--- src/rtl/lvtcp_pkg.sv ---
package lvtcp_pkg;

	localparam int CW   = 32;
	localparam int TW   = 16;
	localparam int FRAC = 14;
	localparam int VW   = 40;
	localparam int ZW   = CW + 1 + TW + 1 - FRAC;
	localparam int PMW1 = CW + 1 + TW;
	localparam int PMW2 = ZW + TW;
	localparam int PW   = VW + 2;
	localparam int CDW  = VW + 1;
	localparam int CRW  = CDW + 2;
	localparam int SCW  = 15;
	localparam int NW   = PW + 1 + SCW;
	localparam int PDW  = VW + 1;
	localparam int QW   = 15;
	localparam int OW   = 16;
	localparam int CLAT = CDW;
	localparam int PLAT = QW + 1;
	localparam int IN_W  = 6 * CW;
	localparam int OUT_W = 4 * OW;

	localparam int NEAR_Z        = 26;
	localparam int Z_MIN         = 1;
	localparam int SCREEN_WIDTH  = 1920;
	localparam int SCREEN_HEIGHT = 1080;

	localparam logic signed [VW-1:0]  NEAR_V = VW'(NEAR_Z);
	localparam logic signed [VW-1:0]  ZMIN_V = VW'(Z_MIN);
	localparam logic signed [SCW-1:0] SW_V   = SCW'(SCREEN_WIDTH);
	localparam logic signed [SCW-1:0] SH_V   = SCW'(SCREEN_HEIGHT);
	localparam logic signed [OW-1:0]  SAT_MAX = 16'sh7fff;
	localparam logic signed [OW-1:0]  SAT_MIN = 16'sh8000;

	localparam int FIFO_DEPTH = 4;
	localparam int FIFO_AW    = 2;

	localparam int AW = 5;
	localparam int DW = 32;
	localparam logic [2:0] REG_CAMERA_X     = 3'd0;
	localparam logic [2:0] REG_CAMERA_Y     = 3'd1;
	localparam logic [2:0] REG_CAMERA_Z     = 3'd2;
	localparam logic [2:0] REG_YAW_COSINE   = 3'd3;
	localparam logic [2:0] REG_YAW_SINE     = 3'd4;
	localparam logic [2:0] REG_PITCH_COSINE = 3'd5;
	localparam logic [2:0] REG_PITCH_SINE   = 3'd6;

	typedef struct packed {
		logic signed [CW-1:0] camera_x;
		logic signed [CW-1:0] camera_y;
		logic signed [CW-1:0] camera_z;
		logic signed [TW-1:0] yaw_cosine;
		logic signed [TW-1:0] yaw_sine;
		logic signed [TW-1:0] pitch_cosine;
		logic signed [TW-1:0] pitch_sine;
	} cfg_t;

	typedef struct packed {
		logic signed [VW-1:0] x;
		logic signed [VW-1:0] y;
		logic signed [VW-1:0] z;
	} vpoint_t;

	typedef struct packed {
		logic    visible;
		logic    a_near;
		logic    b_near;
		vpoint_t a;
		vpoint_t b;
	} item_t;

	typedef struct packed {
		logic signed [PW-1:0] x;
		logic signed [PW-1:0] y;
		logic signed [VW-1:0] z;
	} cpoint_t;

	typedef struct packed {
		logic    visible;
		logic    clip_a;
		logic    clip_b;
		logic    neg_x;
		logic    neg_y;
		vpoint_t a;
		vpoint_t b;
	} clip_meta_t;

endpackage

--- src/rtl/lvtcp_fifo.sv ---
module lvtcp_fifo (
	input  logic             clk,
	input  logic             arst_n,
	input  logic             push,
	input  lvtcp_pkg::item_t din,
	output logic             full,
	input  logic             pop,
	output lvtcp_pkg::item_t dout,
	output logic             empty
);

	lvtcp_pkg::item_t                  mem [lvtcp_pkg::FIFO_DEPTH];
	logic [lvtcp_pkg::FIFO_AW-1:0]     wptr_q, rptr_q;
	logic [lvtcp_pkg::FIFO_AW:0]       cnt_q;

	assign full  = cnt_q == (lvtcp_pkg::FIFO_AW+1)'(lvtcp_pkg::FIFO_DEPTH);
	assign empty = cnt_q == '0;
	assign dout  = mem[rptr_q];

	always_ff @(posedge clk) begin
		if (push) begin
			mem[wptr_q] <= din;
		end
	end

	always_ff @(posedge clk or negedge arst_n) begin
		if (!arst_n) begin
			wptr_q <= '0;
			rptr_q <= '0;
			cnt_q  <= '0;
		end else begin
			if (push) begin
				wptr_q <= wptr_q + 1'b1;
			end
			if (pop) begin
				rptr_q <= rptr_q + 1'b1;
			end
			if (push && !pop) begin
				cnt_q <= cnt_q + 1'b1;
			end else if (pop && !push) begin
				cnt_q <= cnt_q - 1'b1;
			end
		end
	end

endmodule

--- config.mk ---
export PLATFORM = sky130hd
export DESIGN_NAME = lvtcp_fifo
export DESIGN_NICKNAME = d
export VERILOG_FILES = /design/src/rtl/lvtcp_pkg.sv /design/src/rtl/lvtcp_fifo.sv
export SDC_FILE = /design/constraint.sdc
export NUM_CORES = 1
export LEC_CHECK = 0
export ABC_CLOCK_PERIOD_IN_PS = 12300
export BUFFER_PORTS_ARGS = -buffer_cell sky130_fd_sc_hd__buf_4
export CAP_MARGIN = 20
export CORE_ASPECT_RATIO = 1.25
export CORE_MARGIN = 2
export CORE_UTILIZATION = 55
export DETAILED_ROUTE_END_ITERATION = 10
export GPL_ROUTABILITY_DRIVEN = 0
export PLACE_DENSITY = 0.76
export SLEW_MARGIN = 20
export SYNTH_ARGS = -nofsm -noshare
export SYNTH_HDL_FRONTEND = slang
export SYNTH_SLANG_ARGS = --single-unit
--- constraint.sdc ---
create_clock -name clk -period 12.3 [get_ports clk]
set_input_delay 0.615 -clock clk [delete_from_list [all_inputs] [get_ports clk]]
set_output_delay 0.615 -clock clk [all_outputs]
set_load 0.05 [all_outputs]
---- After elaboration in Yosys (flattened, before gate mapping) ----
Memory sizes are Yosys's and may differ from the RTL's.
Cells that the tools add are included.
word-level totals
  register bits ........................... 7
  memory bits (writable) .................. 972
  logic and storage cells ................. 19
  output and inout bits ................... 245
  input port bits ......................... 247
  memories ................................ 1
memory list
  name  depth  width  read ports  clocked after Yosys merged registers in  write ports  line              RTL
  mem   4      243    1           0                                        1            lvtcp_fifo.sv:12  lvtcp_pkg::item_t mem [lvtcp_pkg::FIFO_DEPTH];
operators by class
  equal/unequal tests ..................... 1
  add/sub/neg operators ................... 4
  reductions and logical operators ........ 6
  multiplexer cells ....................... 4
operator list
  cell                                                                 number
  3-bit two-way mux                                                    2
  2-bit by 1-bit adder with 2-bit output (second input constant)       2
  3-bit by 1-bit adder with 3-bit output (second input constant)       1
  3-bit == test (second input constant)                                1
  3-bit zero test                                                      1
  3-bit by 1-bit subtractor with 3-bit output (second input constant)  1
  1-bit logical AND                                                    2
  1-bit zero test                                                      2
  1-bit two-way mux                                                    2
  2-bit nonzero test                                                   1

---- Depth between registers and ports, before layout ----
  depth after elaboration ................. 4
  gate-level depth with buffers ........... 7
  gate-level depth less buffers ........... 7

---- Worst setup path before layout ----
No wires, ideal clock.
  kind .................................... flip-flop to flip-flop
  start point ............................. register wptr_q[0] (netlist bit)
  end point ............................... memory mem[2][0] (netlist bit) (enable)
  period minus slack after synthesis ...... 6.761 ns
  buffers on the path ..................... 0
  cell stages (with the launch flop) ...... 4
  library setup time ...................... 0.634 ns
  arrival ................................. 6.127 ns
  slack ................................... 5.539 ns
  data required time ...................... 11.666 ns
  cell sequence ........................... dfrtp_1 inv_1 ha_1 and2_1
RTL lines
  element                   line              RTL
  start: declaration        lvtcp_fifo.sv:13  logic [lvtcp_pkg::FIFO_AW-1:0] wptr_q, rptr_q;
  start signal: assignment  lvtcp_fifo.sv:33  wptr_q <= wptr_q + 1'b1;
  end: declaration          lvtcp_fifo.sv:12
No word-level cell before the write port.

==> results.txt <==
----------------------------------------------------
[Global routing]
  Vias in the first global route ... 17,140
  Antenna violations before repair ... 15
  Maximum number of pins on one net before global-route repair ... 153
  Overall overflow remaining after global route ... 0
  First-pass GRT wire length ... 107,800 um
  Total global-route track usage ... 0.2218

[Floorplanning]
  Number of core rows ... 103
  Die Outline Area ... 66,380 um^2
  Ports placed on the boundary ... 492
  Height of the die ... 287.6 um
  Core footprint ... 63,410 um^2
  Initial Util ... 0.5580
  Die W ... 230.9 um

[Pwr]
  Pwr dens ... 281.9 nW/um^2
  Worst-case vdd ir drop ... 217.6 uV
  Leakage power figure ... 14.54 nW

[Cells and area]
  Area taken by flip-flops and latches ... 29,370 um^2
  Most frequent cells in the layout ... 972 x sky130_fd_sc_hd__edfxtp_1, 502 x sky130_fd_sc_hd__buf_4, 243 x sky130_fd_sc_hd__mux4_2, 92 x sky130_fd_sc_hd__clkbuf_16, 23 x sky130_fd_sc_hd__clkinv_1
  Non-Filler Instances ... 2,770
  Number of filler cells placed in the layout ... 3,862
  Net count reported at finish ... 2,103
  Layout cell share with drive strength beyond 1 ... 0.4581
  Area growth, synth to finish ... 21.24%
  Most common cell after layout, fill and taps aside ... sky130_fd_sc_hd__edfxtp_1
  Combined area of the multi-input logic cells ... 5683 um^2

[Place]
  Setup WS pre-CTS ... 8.046 ns
  Number of buffer cells added on primary ports ... 491
  Detail Placement HPWL ... 44,270 um
  Placed insts ... 2,595

[Route]
  Post-route ant nets ... 0
  First-pass iteration count of the detailed router ... 5
  Total via count after detailed routing ... 15,910
  Remaining DRCs ... 0
  Detailed-route wire length ... 73,560 um
  Wire length per cell ... 26.56 um
  Drt first-iter violations ... 1,258
  Post-detailed-route via-to-cell ratio ... 5.743

[Timing]
  Final worst path period share ... 0.3885
  Final Max Slew Viols ... 0
  Accumulated negative setup slack ... 0 ns
  Min Tclk post-route ... 4.778 ns
  Transition at the pin with the smallest max-transition slack ... 1.158 ns
  Setup Skew ... 0.01802 ns
  Setup slack after layout ... 7.522 ns
  Slew margin rel. ... 0.2279
  Max frequency ... 0.2093 GHz
  Setup repair after global routing missed its margin ... no
  Endpoints failing setup ... 0
  Hold Vio Cnt, Final ... 0

[Yosys]
  Unique cell type count in the Yosys netlist ... 19
  Commonest register cell after synthesis ... sky130_fd_sc_hd__edfxtp_1
  Post-Synthesis Cells ... 1,303
  Synth Register Bits ... 979
  Fraction of registers with async set or reset after synthesis ... 0.007150
  Synthesized netlist net count ... 1,556
  Sequential area share after synthesis ... 0.8300
  Number of enable flip-flop cells after synthesis ... 972
  Post-synth design cell area ... 35,380 um^2
  Synthesized area per cell ... 27.15 um^2
  Warnings from Yosys ... 0

[Min path]
  Worst hold path type ... in -> reg

[CTS]
  Clock buffer count from CTS ... 90
  CTS root buffer ... sky130_fd_sc_hd__clkbuf_16
  Deepest level of the CTS H-tree ... 3
  Clock insertion delay at the later pin of the skew report ... 0.62 ns
  Clk pin slew, worst setup/hold paths ... 0.07 ns
  Max Buffers Root-to-Sink ... 3
  Clock tree from TritonCTS ... built
  Post-CTS Setup Repair Bufs ... 0
  Number of clock sinks ... 979

[Worst setup path]
  Highest net fanout along the worst path ... 48
  Critical path capture point type ... primary output
  Cell occurring most often along the worst timing path ... sky130_fd_sc_hd__buf_4
  Critical path class ... reg -> out
  Cell Chain, Critical Path ... buf_4 > buf_4 > mux4_2 > buf_4
  Crit path required time ... 11.69 ns
  Startpoint kind of the worst setup timing path ... register
  Cell type of the slowest stage on the worst timing path ... sky130_fd_sc_hd__dfrtp_4
  Critical path's largest stage delay ... 0.89 ns
  Worst Path Arrival ... 4.16 ns

[Flow run]
  Total of max-cap violations ... 0

[Outcome]
  Outcome ... finished clean

----------------------------------------------------
==> layout make-up <==
class                   count  share of cell area
inverters                   4           0.0003500
clock inverters            52             0.01088
flip-flops and latches    979              0.6847
clock buffers             109             0.05516
well taps                 840             0.02450
diodes                     11           0.0006417
repair buffers            509             0.09124
multi-input cells         266              0.1325
==> kinds of logic (layout without fill, tap and decap cells) <==
family,count (synthesis),in the layout,synth area share
AO/OA/AOI/OAI,1,1,0.0001413
XOR/XNOR,6,6,0.001485
AND/OR/NAND/NOR,9,9,0.001379
adder cells (fa/ha/maj),6,6,0.002334
other,0,11,0
buffers and inverters,58,674,0.009690
multiplexers,244,244,0.1550
flip-flops,979,979,0.8300
==> registers in the layout, indices dropped and copies added (netlist names) <==
name,cells
wptr_q,2
cnt_q,3
rptr_q,2
mem,972
==> worst paths after layout <==
path / start / cells after the start / to / slack [ns]
setup / recovery: rptr_q[0] / 4 / dout[148] / 7.52
hold / removal: din[115] / 1 / mem[2][115] / 0.18
setup reg to reg: wptr_q[0] / 4 / mem[3][223] / 8.66
hold reg to reg: cnt_q[2] / 1 / cnt_q[2] / 0.49
max in group asynchronous: arst_n / 2 / rptr_q[1] / 11.76
min in group asynchronous: arst_n / 2 / wptr_q[1] / 0.39
==> per-stage QoR <==
step           total power, mW  hold slack (ns)  instance area, um^2    util
6_report                 12.09           0.1814                42890  0.6765
5_1_grt                  12.50           0.1466                42890  0.6765
4_1_cts                  12.21           0.1374                42810  0.6752
3_5_place_dp             9.513           0.4483                39970  0.6304
3_3_place_gp             9.455           0.4487                39970  0.6304
2_1_floorplan            8.221           0.3194                35380       -
==> synthesized netlist by cell type (2+ instances only) <==
| master | instances | share of area |
|---|---|---|
| sky130_fd_sc_hd__and2_1 | 4 | 0.00071 |
| sky130_fd_sc_hd__buf_6 | 6 | 0.0019 |
| sky130_fd_sc_hd__inv_1 | 4 | 0.00042 |
| sky130_fd_sc_hd__xnor2_1 | 2 | 0.00050 |
| sky130_fd_sc_hd__clkbuf_1 | 8 | 0.00085 |
| sky130_fd_sc_hd__buf_4 | 12 | 0.0025 |
| sky130_fd_sc_hd__mux4_2 | 243 | 0.15 |
| sky130_fd_sc_hd__dfrtp_1 | 7 | 0.0050 |
| sky130_fd_sc_hd__nand2_1 | 2 | 0.00021 |
| sky130_fd_sc_hd__xor2_1 | 4 | 0.00099 |
| sky130_fd_sc_hd__buf_2 | 28 | 0.0040 |
| sky130_fd_sc_hd__ha_1 | 5 | 0.0018 |
| sky130_fd_sc_hd__edfxtp_1 | 972 | 0.83 |
==> power by group <==
| group | switching (mW) | internal [mW] | leakage [nW] |
|---|---|---|---|
| registers | 0.218 | 4.37 | 9.01 |
| logic | 3.24 | 1.60 | 4.14 |
| clock network | 1.15 | 1.52 | 1.39 |
==> critical path: cells and delay by family (launching register included) <==
kind / cells / cell delay [ns]
buffers and inverters: 3 / 1.87
flip-flops: 1 / 0.89
multiplexers: 1 / 0.63
==> timing repair <==
action                                  in CTS  in global routing
resized for setup                            0                  0
endpoints found under the hold margin        7                  0
endpoints found under the setup margin       0                  0
hold buffers                                 1                  0
==> per-layer routing <==
| metal | track usage | up-vias | share of wire | wire, um |
|---|---|---|---|---|
| met5 | 0 | - | 0.00091 | 67 |
| met2 | 0.3700 | 623 | 0.52 | 38120 |
| met3 | 0.07023 | 153 | 0.084 | 6192 |
| met1 | 0.2705 | 8357 | 0.36 | 26190 |
| met4 | 0.09242 | 10 | 0.041 | 2994 |
| li1 | - | 6765 | - | - |
No activity file was read; power rests on OpenSTA's default activity.
